==> src/design/ssq_pkg.sv <==
// Shared types and constants for the servo scan sequencer.
// Used by every module of the block; depends on nothing.
package ssq_pkg;

	localparam int ANGLE_REGS = 5;
	localparam int ADDR_W     = 5;

	localparam logic [31:0] SETTLE_RESET = 32'd1000;
	localparam logic [ANGLE_REGS-1:0][7:0] ANGLE_RESET =
		{8'd150, 8'd120, 8'd90, 8'd60, 8'd30};

	typedef enum logic [2:0] {
		REG_SETTLE = 3'd0,
		REG_ANGLE0 = 3'd1,
		REG_ANGLE1 = 3'd2,
		REG_ANGLE2 = 3'd3,
		REG_ANGLE3 = 3'd4,
		REG_ANGLE4 = 3'd5
	} reg_idx_t;

	typedef enum logic [1:0] {
		ST_OK        = 2'd0,
		ST_SERVO_ERR = 2'd1,
		ST_READ_ERR  = 2'd2
	} status_t;

	typedef enum logic [1:0] {
		SNAP_NONE     = 2'd0,
		SNAP_PROGRESS = 2'd1,
		SNAP_SUMMARY  = 2'd2
	} snapshot_t;

	typedef enum logic {
		PH_SET    = 1'b0,
		PH_SETTLE = 1'b1
	} phase_t;

	typedef struct packed {
		logic [31:0]                 settle_ticks;
		logic [ANGLE_REGS-1:0][7:0]  angle;
	} cfg_t;

	typedef struct packed {
		logic [31:0] now_tick;
		logic        servo_ack;
		logic [7:0]  servo_angle_now;
		logic        sensor_ok;
		logic        detect_ok;
		logic        human_seen;
	} poll_t;

	typedef struct packed {
		status_t     status;
		snapshot_t   snapshot;
		logic [7:0]  angle_command;
		logic        command_valid;
		logic [2:0]  point_index;
		logic [7:0]  angle_readback;
		logic        servo_valid;
		logic        point_usable;
		logic        summary_valid;
		logic        summary_human;
	} res_t;

endpackage

==> src/design/ssq_cfg.sv <==
// APB register file of the servo scan sequencer: settle time and five angles.
// Depends on ssq_pkg.
module ssq_cfg (
	input  logic                       clk,
	input  logic                       arst_n,
	input  logic                       psel,
	input  logic                       penable,
	input  logic                       pwrite,
	input  logic [ssq_pkg::ADDR_W-1:0] paddr,
	input  logic [31:0]                pwdata,
	output logic [31:0]                prdata,
	output ssq_pkg::cfg_t              cfg
);
	import ssq_pkg::*;

	logic [31:0]                settle_q;
	logic [ANGLE_REGS-1:0][7:0] angle_q;
	logic                       wr_en;
	reg_idx_t                   sel;

	assign wr_en = psel & penable & pwrite;
	assign sel   = reg_idx_t'(paddr[ADDR_W-1:2]);

	always_ff @(posedge clk or negedge arst_n) begin
		if (!arst_n) begin
			settle_q <= SETTLE_RESET;
			angle_q  <= ANGLE_RESET;
		end else if (wr_en) begin
			unique case (sel)
				REG_SETTLE: settle_q   <= pwdata;
				REG_ANGLE0: angle_q[0] <= pwdata[7:0];
				REG_ANGLE1: angle_q[1] <= pwdata[7:0];
				REG_ANGLE2: angle_q[2] <= pwdata[7:0];
				REG_ANGLE3: angle_q[3] <= pwdata[7:0];
				REG_ANGLE4: angle_q[4] <= pwdata[7:0];
				default: ;
			endcase
		end
	end

	always_comb begin
		unique case (sel)
			REG_SETTLE: prdata = settle_q;
			REG_ANGLE0: prdata = {24'd0, angle_q[0]};
			REG_ANGLE1: prdata = {24'd0, angle_q[1]};
			REG_ANGLE2: prdata = {24'd0, angle_q[2]};
			REG_ANGLE3: prdata = {24'd0, angle_q[3]};
			REG_ANGLE4: prdata = {24'd0, angle_q[4]};
			default:    prdata = 32'd0;
		endcase
	end

	assign cfg.settle_ticks = settle_q;
	assign cfg.angle        = angle_q;

endmodule

==> src/design/ssq_core.sv <==
// Scan state and per-poll decision logic of the servo scan sequencer.
// Depends on ssq_pkg.
module ssq_core #(
	parameter int POINTS = 5
) (
	input  logic           clk,
	input  logic           arst_n,
	input  logic           take,
	input  ssq_pkg::poll_t poll,
	input  ssq_pkg::cfg_t  cfg,
	output ssq_pkg::res_t  res
);
	import ssq_pkg::*;

	phase_t              phase_q, phase_d;
	logic [2:0]          scan_q, scan_d;
	logic [31:0]         wait_start_q, wait_start_d;
	logic [POINTS-1:0]   ok_q, ok_d, person_q, person_d;
	logic [7:0]          last_angle_q, last_angle_d;
	logic                servo_good_q, servo_good_d;
	logic                round_valid_q, round_valid_d;
	logic                round_human_q, round_human_d;

	logic [2:0]  idx;
	logic        set_ph, clear, servo_fail, commit, read_pt, pv, last_pt;
	logic [31:0] start, elapsed;

	// Shared decode of the current poll.
	always_comb begin
		idx        = (scan_q >= 3'(POINTS)) ? 3'd0 : scan_q;
		set_ph     = (phase_q == PH_SET);
		clear      = set_ph && (idx == 3'd0);
		servo_fail = set_ph && !poll.servo_ack;
		commit     = set_ph && poll.servo_ack;
		start      = set_ph ? poll.now_tick : wait_start_q;
		elapsed    = poll.now_tick - start;
		read_pt    = !servo_fail && (elapsed >= cfg.settle_ticks);
		pv         = read_pt && poll.sensor_ok && poll.detect_ok;
		last_pt    = (idx == 3'(POINTS - 1));
	end

	// Phase next state.
	always_comb begin
		phase_d = phase_q;
		if (read_pt) begin
			phase_d = PH_SET;
		end else if (commit) begin
			phase_d = PH_SETTLE;
		end
	end

	// Data state updates and the result word.
	always_comb begin
		ok_d          = clear ? '0 : ok_q;
		person_d      = clear ? '0 : person_q;
		round_valid_d = clear ? 1'b0 : round_valid_q;
		round_human_d = clear ? 1'b0 : round_human_q;
		for (int i = 0; i < POINTS; i++) begin
			if (idx == 3'(i)) begin
				if (read_pt) begin
					ok_d[i]     = pv;
					person_d[i] = poll.human_seen;
				end else if (commit) begin
					ok_d[i] = 1'b0;
				end
			end
		end
		if (read_pt && last_pt) begin
			round_valid_d = |ok_d;
			round_human_d = |(ok_d & person_d);
		end

		wait_start_d = commit ? poll.now_tick : wait_start_q;
		last_angle_d = commit ? poll.servo_angle_now : last_angle_q;
		servo_good_d = set_ph ? poll.servo_ack : servo_good_q;

		if (read_pt) begin
			scan_d = last_pt ? 3'd0 : idx + 3'd1;
		end else begin
			scan_d = idx;
		end

		if (servo_fail) begin
			res.status = ST_SERVO_ERR;
		end else if (read_pt && !pv) begin
			res.status = ST_READ_ERR;
		end else begin
			res.status = ST_OK;
		end

		if (read_pt) begin
			res.snapshot = last_pt ? SNAP_SUMMARY : SNAP_PROGRESS;
		end else if (clear) begin
			res.snapshot = SNAP_PROGRESS;
		end else begin
			res.snapshot = SNAP_NONE;
		end

		res.angle_command  = set_ph ? cfg.angle[idx] : 8'd0;
		res.command_valid  = set_ph;
		res.point_index    = idx;
		res.angle_readback = last_angle_d;
		res.servo_valid    = servo_good_d;
		res.point_usable   = pv;
		res.summary_valid  = round_valid_d;
		res.summary_human  = round_human_d;
	end

	always_ff @(posedge clk or negedge arst_n) begin
		if (!arst_n) begin
			phase_q       <= PH_SET;
			scan_q        <= 3'd0;
			wait_start_q  <= 32'd0;
			ok_q          <= '0;
			person_q      <= '0;
			last_angle_q  <= 8'd0;
			servo_good_q  <= 1'b0;
			round_valid_q <= 1'b0;
			round_human_q <= 1'b0;
		end else if (take) begin
			phase_q       <= phase_d;
			scan_q        <= scan_d;
			wait_start_q  <= wait_start_d;
			ok_q          <= ok_d;
			person_q      <= person_d;
			last_angle_q  <= last_angle_d;
			servo_good_q  <= servo_good_d;
			round_valid_q <= round_valid_d;
			round_human_q <= round_human_d;
		end
	end

endmodule

==> src/design/ssq_outq.sv <==
// Two-word result buffer: a result register plus a skid slot.
// Depends on ssq_pkg.
module ssq_outq (
	input  logic          clk,
	input  logic          arst_n,
	input  logic          push,
	input  ssq_pkg::res_t din,
	output logic          full,
	output logic          res_valid,
	input  logic          res_ready,
	output ssq_pkg::res_t dout
);
	import ssq_pkg::*;

	res_t       head_q, tail_q;
	logic [1:0] cnt_q;
	logic       pop;

	assign pop       = res_valid & res_ready;
	assign res_valid = (cnt_q != 2'd0);
	assign full      = (cnt_q == 2'd2);
	assign dout      = head_q;

	always_ff @(posedge clk or negedge arst_n) begin
		if (!arst_n) begin
			cnt_q <= 2'd0;
		end else begin
			cnt_q <= cnt_q + {1'b0, push} - {1'b0, pop};
		end
	end

	// The head is refilled from the skid slot when it drains while full,
	// or straight from the core when it drains or is empty.
	always_ff @(posedge clk) begin
		if (pop && cnt_q == 2'd2) begin
			head_q <= tail_q;
		end else if (push && (cnt_q == 2'd0 || pop)) begin
			head_q <= din;
		end
		if (push && cnt_q == 2'd1 && !pop) begin
			tail_q <= din;
		end
	end

endmodule

==> src/design/servo_scan_sequencer.sv <==
// Servo scan sequencer: takes one poll word per clock cycle while poll_ready is
// high and returns exactly one result word per poll, in order. The scan state is
// updated in the cycle a poll is accepted, and its result word is registered into
// the result buffer. Sustained throughput is one poll per cycle whenever the result
// side keeps taking words. A two-word result buffer lets a poll be taken while a
// finished result still waits; poll_ready drops only when both words are held. Each
// poll runs through one 32-bit wrapping subtract and compare against settle_ticks,
// which is the longest path. Settle time and the five point angles are written
// through the APB port; the user must write them only while the block is idle, as
// the block does not enforce it. Depends on ssq_pkg, ssq_cfg, ssq_core and ssq_outq.
module servo_scan_sequencer #(
	parameter int POINTS = 5
) (
	input  logic                       clk,
	input  logic                       arst_n,

	input  logic                       psel,
	input  logic                       penable,
	input  logic                       pwrite,
	input  logic [ssq_pkg::ADDR_W-1:0] paddr,
	input  logic [31:0]                pwdata,
	output logic [31:0]                prdata,
	output logic                       pready,

	input  logic                       poll_valid,
	output logic                       poll_ready,
	input  logic [31:0]                now_tick,
	input  logic                       servo_ack,
	input  logic [7:0]                 servo_angle_now,
	input  logic                       sensor_ok,
	input  logic                       detect_ok,
	input  logic                       human_seen,

	output logic                       res_valid,
	input  logic                       res_ready,
	output logic [1:0]                 status,
	output logic [1:0]                 snapshot,
	output logic [7:0]                 angle_command,
	output logic                       command_valid,
	output logic [2:0]                 point_index,
	output logic [7:0]                 angle_readback,
	output logic                       servo_valid,
	output logic                       point_usable,
	output logic                       summary_valid,
	output logic                       summary_human
);
	import ssq_pkg::*;

	cfg_t  cfg;
	poll_t poll;
	res_t  core_res, out_res;
	logic  take, full;

	// The port never stalls a register access.
	assign pready = 1'b1;

	assign poll.now_tick        = now_tick;
	assign poll.servo_ack       = servo_ack;
	assign poll.servo_angle_now = servo_angle_now;
	assign poll.sensor_ok       = sensor_ok;
	assign poll.detect_ok       = detect_ok;
	assign poll.human_seen      = human_seen;

	// A poll is taken whenever the result buffer has a free word.
	assign poll_ready = !full;
	assign take       = poll_valid & poll_ready;

	ssq_cfg u_cfg (
		.clk     (clk),
		.arst_n  (arst_n),
		.psel    (psel),
		.penable (penable),
		.pwrite  (pwrite),
		.paddr   (paddr),
		.pwdata  (pwdata),
		.prdata  (prdata),
		.cfg     (cfg)
	);

	ssq_core #(
		.POINTS (POINTS)
	) u_core (
		.clk    (clk),
		.arst_n (arst_n),
		.take   (take),
		.poll   (poll),
		.cfg    (cfg),
		.res    (core_res)
	);

	ssq_outq u_outq (
		.clk       (clk),
		.arst_n    (arst_n),
		.push      (take),
		.din       (core_res),
		.full      (full),
		.res_valid (res_valid),
		.res_ready (res_ready),
		.dout      (out_res)
	);

	assign status         = out_res.status;
	assign snapshot       = out_res.snapshot;
	assign angle_command  = out_res.angle_command;
	assign command_valid  = out_res.command_valid;
	assign point_index    = out_res.point_index;
	assign angle_readback = out_res.angle_readback;
	assign servo_valid    = out_res.servo_valid;
	assign point_usable   = out_res.point_usable;
	assign summary_valid  = out_res.summary_valid;
	assign summary_human  = out_res.summary_human;

endmodule

==> config.mk <==
export PLATFORM = sky130hd
export DESIGN_NAME = servo_scan_sequencer
export DESIGN_NICKNAME = d
export VERILOG_FILES = /design/src/design/ssq_pkg.sv /design/src/design/ssq_cfg.sv /design/src/design/ssq_core.sv /design/src/design/ssq_outq.sv /design/src/design/servo_scan_sequencer.sv
export SDC_FILE = /design/constraint.sdc
export NUM_CORES = 1
export LEC_CHECK = 0
export ABC_AREA = 1
export BUFFER_PORTS_ARGS = -buffer_cell sky130_fd_sc_hd__buf_2
export CAP_MARGIN = 20
export CORE_MARGIN = 2
export CORE_UTILIZATION = 55
export CTS_CLUSTER_DIAMETER = 60
export CTS_CLUSTER_SIZE = 14
export DETAILED_ROUTE_END_ITERATION = 8
export HOLD_SLACK_MARGIN = 0.12
export PLACE_DENSITY = 0.77
export SYNTH_ARGS = -nofsm -noshare
export SYNTH_HDL_FRONTEND = slang
export SYNTH_SLANG_ARGS = --single-unit
==> constraint.sdc <==
create_clock -name clk -period 6.2 [get_ports clk]
set_input_delay 0.31 -clock clk [delete_from_list [all_inputs] [get_ports clk]]
set_output_delay 0.31 -clock clk [all_outputs]
set_load 0.01 [all_outputs]
Word-level counts from Yosys, hierarchy flattened
Index checks and enable logic that the tools add are counted.
Cells by class
  $mul: 0
  add/sub/neg operators: 4
  reduce and logical (&&, ||, !) cells: 34
  $lt $le $gt $ge: 3
  divide/modulo/power cells: 0
  equality and inequality tests: 11
  shift operators: 0
  bitwise gates (word level): 6
  multiplexer cells: 50
Operators by type and width (number)
  $pmux W32 S6: 1
  $mux W28: 2
  $mux W1: 33
  $ge A32 B32 Y1: 1
  $mux W32: 1
  $sub A32 B32 Y32: 1
  $bmux W8 S3: 1
  $mux W8: 3
  $reduce_and A2 Y1: 8
  $eq A3 B2 Y1 const B: 4
  $logic_and A1 B1 Y1: 12
  $mux W5: 2
  $reduce_or A5 Y1: 2
  $eq A3 B3 Y1 const B: 3
  $mux W3: 3
  $mux W2: 4
  $eq A3 B1 Y1 const B: 2
  $logic_not A3 Y1: 2
  $reduce_bool A2 Y1: 3
  $and A5 B5 Y5: 1
  $logic_not A1 Y1: 5
  $and A1 B1 Y1: 4
  $lt A3 B4 Y1 const B: 1
  $add A3 B1 Y3 const B: 1
  other kinds (8): 8
Word-level totals
  ROM bits: 0
  memories: 0
  RAM bits: 0
  bits in registers: 187
  input bits: 88
  latch bits: 0
  output and inout bits: 63

Logic depth before layout (Yosys ltp)
Gate-level depths: netlist of run 1.
  depth in word-level cells: 13
  mapped depth: 38
  mapped depth without buffers: 34

Modules after synthesis
From an unflattened synthesis of run 1, not the netlist that was laid out.
Second synthesis, totals
  cells, all modules: 1509
  area, all modules: 11805.1 um2
By module, submodules not included
  ssq_core: times used 1, cells an instance 899, area an instance 5973.2 um2
  ssq_cfg: times used 1, cells an instance 435, area an instance 3582.2 um2
  ssq_outq: times used 1, cells an instance 170, area an instance 2224.6 um2
  servo_scan_sequencer: times used 1, cells an instance 5, area an instance 25.0 um2

Worst setup path after synthesis of run 1
No wires, ideal clock.
  kind: reg2reg
  start point: register u_core.phase_q
  end point: register u_outq.head_q, in the netlist u_outq.dout[1] (data pin)
  stages on the path, launching flop included: 34
  setup time: 259 ps
  buffers on the path: 4
  setup slack: 1456 ps
  arrival: 4485 ps
  path through: dfrtp_1 -> buf_2 -> inv_2 -> clkbuf_1 -> clkbuf_1 -> o21ai_0 -> fa_1 -> nand3_1 -> nand2_1 -> a21oi_2 -> o21ai_2 -> a21boi_2 -> o21ai_1 -> a21boi_1 -> o21ai_1 -> a21oi_1 -> xnor2_1 -> ha_1 -> nand2_1 -> inv_1 -> nand4_1 -> a21oi_1 -> nor2_1 -> nand2_2 -> nand2_4 -> buf_6 -> nand2_2 -> nand2_1 -> nand2_2 -> nand2_2 -> nor3_2 -> nand3_2 -> o211ai_1 -> nand2_1
Between the ends
  word-level cells in the longest chain between the ends: 12
  elaborated cells between the ends (all ways): 33
Ends and longest elaborated chain
  from (decl): line ssq_core.sv:15  | phase_t phase_q, phase_d;
  from (signal assigned): line ssq_core.sv:121  | phase_q <= phase_d;
  $mux W32 or $not A1 Y1 (tied branches): line ssq_core.sv:35, ssq_core.sv:31
  $sub A32 B32 Y32 or $logic_and A1 B1 Y1 (tied branches): line ssq_core.sv:36, ssq_core.sv:33
  $ge A32 B32 Y1 or $logic_not A1 Y1 (tied branches): line ssq_core.sv:37  | read_pt = !servo_fail && (elapsed >= cfg.settle_ticks);
  $logic_and A1 B1 Y1: line ssq_core.sv:37
  $logic_and A1 B1 Y1 (2 in a row): line ssq_core.sv:38  | pv = read_pt && poll.sensor_ok && poll.detect_ok;
  $mux W1: line ssq_core.sv:60  | if (read_pt) begin
  $mux W1: line ssq_core.sv:59  | if (idx == 3'(i)) begin
  $reduce_or A5 Y1: line ssq_core.sv:69  | round_valid_d = |ok_d;
  $mux W1 (*): line ssq_core.sv:68  | if (read_pt && last_pt) begin
  $mux W28 (*): line ssq_outq.sv:37  | end else if (push && (cnt_q == 2'd0 || pop)) begin
  $mux W28 (*): line ssq_outq.sv:35  | if (pop && cnt_q == 2'd2) begin
  to (signal assigned): line ssq_outq.sv:36  | head_q <= tail_q;
  to (signal assigned): line ssq_outq.sv:38  | head_q <= din;
  to (decl): line ssq_outq.sv:15  | res_t head_q, tail_q;
Every way passes the cells marked *; elsewhere a longest branch is shown, timed or not. The select of a mux whose other input is x is not followed.
A chain may end at the register's enable or synchronous reset.

==> results of run 1 <==
## flip-flops by register name, summed over array words and instances (netlist names)
register and count:
u_cfg.cfg 40, u_cfg.settle_q 32, u_core.last_angle_q 8, u_core.ok_q 5, u_core.person_q 5, u_core.phase_q 1
u_core.round_human_q 1, u_core.round_valid_q 1, u_core.scan_q 3, u_core.servo_good_q 1, u_core.wait_start_q 32, u_outq.cnt_q 2
u_outq.dout 28, u_outq.tail_q 28
## cell usage after synthesis (5+ instances only)
cell type,count
nand2_1,399
o21ai_0,184
inv_1,165
dfrtp_1,105
nor2_1,89
ha_1,71
a21oi_1,67
edfxtp_1,56
clkbuf_1,40
dfstp_2,26
nand3_1,24
xor2_1,19
xnor2_1,13
a31oi_1,11
o211ai_1,10
o21ai_1,10
a22oi_1,8
nand2_2,8
a211oi_1,7
a21o_1,6
o21a_1,6
o22ai_1,6
nand4_1,5
## cells by family after synthesis
logic type	count (synthesis)	share of synthesized area
other cells	1	0.000339
xor+xnor	32	0.0254
flops	187	0.452
buf+inv	218	0.0762
fa+ha+maj	72	0.0822
compound gates	336	0.170
simple gates	539	0.194
## per-layer routing
layer | global-route usage | vias up
met5 | 0 | -
met4 | 0.0662 | 0
met3 | 0.0448 | 46
met2 | 0.430 | 328
met1 | 0.336 | 4468
li1 | - | 4859
## tightest hold or removal path: cells and delay by family
family / cells / cell delay, ns
AO/OA/AOI/OAI: 1 / 0.07
AND/OR/NAND/NOR: 1 / 0.06
buffers and inverters: 1 / 0.12
## metrics by stage
stage,instances,power (W)
6_report,1818,0.00650
5_1_grt,1818,0.00712
4_1_cts,1814,0.00649
3_5_place_dp,1758,0.00534
3_3_place_gp,1758,0.00522
2_1_floorplan,1385,0.00453
## cell type report
| class | instances | area [sq um] | area share |
|---|---|---|---|
| clock inverters | 15 | 176 | 0.0137 |
| clock buffers | 17 | 425 | 0.0329 |
| flip-flops and latches | 187 | 4990 | 0.387 |
| well taps | 265 | 332 | 0.0257 |
| repair buffers | 185 | 1110 | 0.0862 |
| multi-input cells | 980 | 5240 | 0.406 |
| inverters | 169 | 634 | 0.0491 |
## final timing paths
check                                          startpoint                            endpoint  slack [ns]  depth (start not counted)
max in group asynchronous                          arst_n           u_cfg.cfg[38]$_DFFE_PN0P_        4.76                          3
min in group asynchronous                          arst_n  u_core.wait_start_q[1]$_DFFE_PN0P_        0.39                          2
min                                             pwdata[3]       u_cfg.settle_q[3]$_DFFE_PN1P_        0.12                          3
min reg2reg                u_core.person_q[3]$_DFFE_PN0P_      u_core.person_q[3]$_DFFE_PN0P_        0.48                          2
max reg2reg                    u_core.phase_q$_DFFE_PN0P_            u_outq.dout[0]$_DFFE_PP_        1.12                         31
max                            u_core.phase_q$_DFFE_PN0P_            u_outq.dout[0]$_DFFE_PP_        1.12                         31
## power by group through the flow
stage | clock network [W] | logic, W | registers (W)
after floorplan | 0 | 0.00258 | 0.00195
after detailed placement | 0 | 0.00341 | 0.00193
after global placement | 0 | 0.00331 | 0.00191
after CTS | 0.00113 | 0.00346 | 0.00191
after global routing | 0.00118 | 0.00398 | 0.00195
final | 0.00112 | 0.00347 | 0.00191
==> reports/results.txt, run 1 <==
Comb pwr share - 0.534
Largest net degree at the start of global routing - 87
PD cells - 503 nW/um^2
Crit Path Max Fanout - 13
Worst slew margin - 0.284
Post-synth EDFFs - 56
Psw - 0.00288 W
Synth Flop Type - dfrtp_1
Cell Area, Placed - 12000 sq um
Worst-Margin Slew - 1.07 ns
Via count - 9701
GRT overflow - 0
Clk_lat worst skew - 0.45 ns
Synth Cell Area - 11100 sq um
Area growth syn-to-layout - 16.8%
Highest metal used - met4
# fillers - 1631
CTS H-tree depth - 4
Design Area, Final - 12900 sq um
Largest area contributor in the netlist - dfrtp_1
DP Worst Slack - 1.20 ns
Max-cap violations - 0
Layout cells sized above 1 - 0.160
Fmax - 197 MHz
Vias per cell - 5.34
Delay-heaviest family, CP - compound AO/OA/AOI/OAI gates
Sw Ratio - 0.444
Crit path largest cell delay - 0.41 ns
GP Congestion - 0.869
Syn_nets - 1545
CTS Buf Count - 17
Critical Path Sink Type - flip-flop
Hold Crit Class - input port to flip-flop
Final Util - 0.659
CTS tree - yes
Clock skew - 0.0132 ns
Routed wire length on met2 - 12700 um
Die ar. - 21200 sq um
Synth Warn # - 0
Critical Path AT - 5.28 ns
Seq/Total Area, Yosys - 0.452
Total Routed Length - 26500 um
TritonRoute pass-1 iters - 6
Die outline height - 146 um
Initial antenna violation count - 0
Internal power - 0.00362 W
Worst path most repeated cell - nand2_1
Overall Global Routing Usage - 0.253
Sum Neg Setup Slack - 0 ns
Synth Instances - 1385
Post-synthesis cell type count - 48
RSZ-0062 raised after global routing - no
Final Setup Violations - 0
WP data required - 6.39 ns
Reg power frac - 0.294
Commonest non-fill, non-tap cell in the layout - nand2_1
Fin crit period - 5.08 ns
Leakage Power - 6.38 nW
Buf/Inv on CP - 3
Seq cells post-synth - 187
Top-area cell type share of the netlist area - 0.238
# port buffers - 147
Postcts setup bufs - 0
Post_cts resized - 0
Fin Hold WS - 0.120 ns
CTS max path bufs - 2
Row count - 51
Clk pwr share - 0.172
Max IR drop VDD - 0.287 mV
Number of DRC markers in iteration 0 - 675
Post-Route M1 WL - 11800 um
Period utilization - 0.820
Post-DRT Antenna Nets - 0
DRC Markers - 0
Root buf cell - clkbuf_16
Hold_buf cts - 24
Chip width - 146 um
Ys async rst share - 0.701
Outcome - completed
WL met3 - 1540 um
Vias in the first global route - 9155
Commonest non-fill, non-tap cells in the layout - 399 x nand2_1, 184 x o21ai_0, 165 x inv_1
Final Hold Viols - 0
Starting Density - 0.564
Mean Syn Cell Area - 7.98 sq um
IO Count - 151
Nets - 1700
Core Area - 19600 sq um
Inserted Diodes - 0
Clock slew at reported path FFs - 0.07 ns
Final Max Slew Viols - 0
DP HPWL - 18700 um
Critical path type - flip-flop to flip-flop
Area contributors post-synth - dfrtp_1 24%, edfxtp_1 15%, nand2_1 14%
Setup WS post-layout - 1.12 ns
Global-route wire length before repair - 43900 um
DR WL/cell - 14.6 um
Num Clock Sinks - 187
Slowest CP cell - fa_1
CP Launch Type - flip-flop
Note: power is estimated with default switching activity, not from simulation.
==> inputs of run 2 (changes only) <==
--- a/config.mk
+++ b/config.mk
@@ -5,7 +5,7 @@
 export SDC_FILE = /design/constraint.sdc
 export NUM_CORES = 1
 export LEC_CHECK = 0
-export ABC_AREA = 1
+export ABC_AREA = 0
 export BUFFER_PORTS_ARGS = -buffer_cell sky130_fd_sc_hd__buf_2
 export CAP_MARGIN = 20
 export CORE_MARGIN = 2
==> constraint.sdc (replaced) <==
create_clock -name clk -period 4.85 [get_ports clk]
set_input_delay 0.2425 -clock clk [delete_from_list [all_inputs] [get_ports clk]]
set_output_delay 0.2425 -clock clk [all_outputs]
set_load 0.01 [all_outputs]
==> run 2 against run 1 <==
Net effect: the flow now finishes with violations (setup timing); maximum frequency shrank 12%; critical path depth down 7; synthesized cell count down 22%; utilization is 9.1 points higher; combinational power is 76% higher; area after synthesis is 1.3% higher; register-to-register slack worse by 2.1 ns; non-clock buffer count grew 176; flip-flop and latch count decreased by 1; first-iteration DRC count shrank 5.0%; worst hold slack improved by 0.010 ns; worst setup slack worse by 2.1 ns; critical endpoint unchanged.
==> reports/results.txt, run 2 <==
Crit Path Max Fanout - 7 (was 13)
Seq/Total Area, Yosys - 0.444 (was 0.452)
Global-route wire length before repair - 48200 um (was 43900 um)
Fin crit period - 5.79 ns (was 5.08 ns)
GP Congestion - 0.867 (was 0.869)
GRT overflow - 0 (unchanged)
Area of the multi-input gates - 6340 sq um (was 5240 sq um)
Inserted Diodes - 0 (unchanged)
Seq cells post-synth - 186 (was 187)
Commonest cells in the netlist - 119 x nand2_1, 104 x dfrtp_1, 97 x mux2_2 (was 399 x nand2_1, 184 x o21ai_0, 165 x inv_1)
Synth Warn # - 0 (unchanged)
Most common cell in the netlist - nand2_1 (unchanged)
Fmax - 173 MHz (was 197 MHz)
Final Max Slew Viols - 0 (unchanged)
Core Area - 20100 sq um (was 19600 sq um)
Register Area - 4970 sq um (was 4990 sq um)
Critical path type - flip-flop to flip-flop (unchanged)
# fillers - 1250 (was 1631)
Outcome - complete, but fails checks (was completed)
Starting Density - 0.557 (was 0.564)
Worst path most repeated cell - buf_12 (was nand2_1)
Clock skew - 0.00967 ns (was 0.0132 ns)
Vias per cell - 5.81 (was 5.34)
Period utilization - 1.19 (was 0.820)
Vias in the first global route - 9740 (was 9155)
Ys async rst share - 0.699 (was 0.701)
CTS max path bufs - 2 (unchanged)
Failing checks - setup timing
Post-DRT Antenna Nets - 0 (unchanged)
Total Routed Length - 31200 um (was 26500 um)
Num Clock Sinks - 186 (was 187)
IO Count - 151 (unchanged)
Syn_nets - 1240 (was 1545)
RSZ-0062 raised after global routing - yes (was no)
# port buffers - 147 (unchanged)
Initial antenna violation count - 0 (unchanged)
Top-area cell type share of the netlist area - 0.232 (was 0.238)
Worst slew margin - 0.267 (was 0.284)
Internal power - 0.00595 W (was 0.00362 W)
Slowest CP cell - dfrtp_2 (was fa_1)
Comb pwr share - 0.606 (was 0.534)
Leakage Power - 6.93 nW (was 6.38 nW)
Chip width - 147 um (was 146 um)
Clk_lat worst skew - 0.45 ns (about the same)
DP HPWL - 19600 um (was 18700 um)
Sw Ratio - 0.410 (was 0.444)
Critical Path Sink Type - flip-flop (unchanged)
Final Hold Viols - 0 (unchanged)
GR Util met3 - 0.0456 (was 0.0448)
Largest net degree at the start of global routing - 64 (was 87)
TritonRoute pass-1 iters - 5 (was 6)
Sum Neg Setup Slack - -14.45 ns (was 0 ns)
Root buf cell - clkbuf_16 (unchanged)
Area contributors post-synth - dfrtp_1 23%, edfxtp_1 15%, mux2_2 9.8% (was dfrtp_1 24%, edfxtp_1 15%, nand2_1 14%)
Die ar. - 21500 sq um (was 21200 sq um)
Setup WS post-layout - -0.944 ns (was 1.12 ns)
DR WL/cell - 18.4 um (was 14.6 um)
Post-synthesis cell type count - 83 (was 48)
Critical path origin - u_core.phase_q$_DFFE_PN0P_ (unchanged)
Synth Cell Area - 11200 sq um (was 11100 sq um)
Largest area contributor in the netlist - dfrtp_1 (unchanged)
GR peak layer - met2 (unchanged)
Die outline height - 147 um (was 146 um)
Final Setup Violations - 27 (was 0)
Pwr Total - 0.0101 W (was 0.00650 W)
Max-cap violations - 0 (unchanged)
CTS tree - yes (unchanged)
WP data required - 5.00 ns (was 6.39 ns)
CTS Buf Count - 17 (unchanged)
Crit path largest cell delay - 0.51 ns (was 0.41 ns)
Commonest non-fill, non-tap cell in the layout - buf_2 (was nand2_1)
Clock slew at reported path FFs - 0.08 ns (was 0.07 ns)
DRC Markers - 0 (unchanged)
Commonest non-fill, non-tap cells in the layout - 146 x buf_2, 122 x buf_4, 115 x nand2_1 (was 399 x nand2_1, 184 x o21ai_0, 165 x inv_1)
CP cell instances - buf_12 > buf_12 > mux2i_1 > ha_1 > a21o_1 > a21o_1 > a21oi_2 > o21ai_0 > a21oi_2 > a21boi_4 > o41a_1 > buf_4 > xor2_1 > ha_1 > nand4_4 > nor4_4 > nand4b_1 > o211ai_4 > buf_12 > o211ai_1 > a2bb2oi_4 > o31ai_2 > a2111oi_4 > a31oi_1
Area growth syn-to-layout - 34.8% (was 16.8%)
Nets - 1576 (was 1700)
Worst-Margin Slew - 1.10 ns (was 1.07 ns)
Synth Instances - 1080 (was 1385)
Met2 Usage GRT - 0.485 (was 0.430)
Grt met1 use - 0.351 (was 0.336)
DP Worst Slack - -0.776 ns (was 1.20 ns)
CP Launch Type - flip-flop (unchanged)
Critical Path AT - 5.95 ns (was 5.28 ns)
Overall Global Routing Usage - 0.277 (was 0.253)
Max IR drop VDD - 0.375 mV (was 0.287 mV)
Synth Flop Type - dfrtp_1 (unchanged)
Max reg flops - 40 (unchanged)
Buf/Inv on CP - 4 (was 3)
Reg power frac - 0.251 (was 0.294)
Number of DRC markers in iteration 0 - 641 (was 675)
PD cells - 669 nW/um^2 (was 503 nW/um^2)
Post-synth EDFFs - 56 (unchanged)
Worst R2R Start - u_core.phase_q$_DFFE_PN0P_ (unchanged)
Hold Crit Class - input port to flip-flop (unchanged)
Clk pwr share - 0.143 (was 0.172)
R2r setup slk - -0.94 ns (was 1.12 ns)
Layout cells sized above 1 - 0.374 (was 0.160)
Delay-heaviest family, CP - compound AO/OA/AOI/OAI gates (unchanged)
Via count - 9878 (was 9701)
Hold Crit Start - now_tick[0] (was pwdata[3])
Psw - 0.00414 W (was 0.00288 W)
CTS H-tree depth - 4 (unchanged)
Row count - 52 (was 51)
Mean Syn Cell Area - 10.4 sq um (was 7.98 sq um)
run 2: worst min-delay path, stage by stage:
cell	delay, ns
buf_2	0.07
inv_1	0.07
o21ai_0	0.16
run 2: power by group through the flow:
stage	clock, W	combinational (W)	sequential, W
4_1_cts	0.00145	0.00554	0.00251
5_1_grt	0.00150	0.00661	0.00258
3_5_place_dp	0	0.00480	0.00253
6_report	0.00144	0.00612	0.00253
2_1_floorplan	0	0.00328	0.00249
3_3_place_gp	0	0.00466	0.00251
run 2: timing repair:
action,CTS,global route
pin swaps,17,18
hold endpoints to repair,119,0
setup buffers,29,19
endpoints found under the setup margin,27,27
hold buffers,70,0
cloned,1,0
gates resized for setup,66,43
run 2: cell families (layout without fill, tap and decap cells):
logic type,Yosys count,in the layout,synth area share
and+or+nand+nor,305,305,0.127
AOI/OAI and AO/OA,240,240,0.144
DFF,186,186,0.444
muxes,150,150,0.146
buffers and inverters,94,443,0.0320
adders and majority gates,72,72,0.0811
xor gates and xnor gates,32,32,0.0250
other,1,1,0.000335
run 2: routing by layer:
| metal | vias up | share of wire | routed length (um) |
|---|---|---|---|
| met5 | - | 0 | 0 |
| met3 | 72 | 0.063 | 1970 |
| li1 | 4576 | - | - |
| met4 | 0 | 0.028 | 867 |
| met1 | 4779 | 0.41 | 12700 |
| met2 | 451 | 0.50 | 15700 |
run 2: worst paths after layout:
| kind | end | cells after the start |
|---|---|---|
| setup / recovery | u_outq.dout[0]$_DFFE_PP_ | 24 |
| hold / removal | u_core.wait_start_q[0]$_DFFE_PN0P_ | 3 |
| setup reg to reg | u_outq.dout[0]$_DFFE_PP_ | 24 |
| hold reg to reg | u_core.person_q[3]$_DFFE_PN0P_ | 2 |
| max in group asynchronous | u_core.wait_start_q[17]$_DFFE_PN0P_ | 3 |
| min in group asynchronous | u_cfg.cfg[37]$_DFFE_PN0P_ | 2 |
run 2: per-stage QoR:
stage	instance area [sq um]	util	std cells	hold slack (ns)
6_report	15100	0.750	1699	0.130
5_1_grt	15100	0.750	1699	0.149
4_1_cts	14800	0.736	1685	0.142
3_5_place_dp	13000	0.646	1555	0.335
3_3_place_gp	13000	0.645	1554	0.339
2_1_floorplan	11300	-	1080	-0.0531
run 2: final cells by class:
class,count,share of cell area
sequential,186,0.329
timing repair buffer,361,0.176
inverter,50,0.0126
tap,270,0.0224
clock inverter,15,0.0116
multi-input combinational,800,0.420
clock buffer,17,0.0282
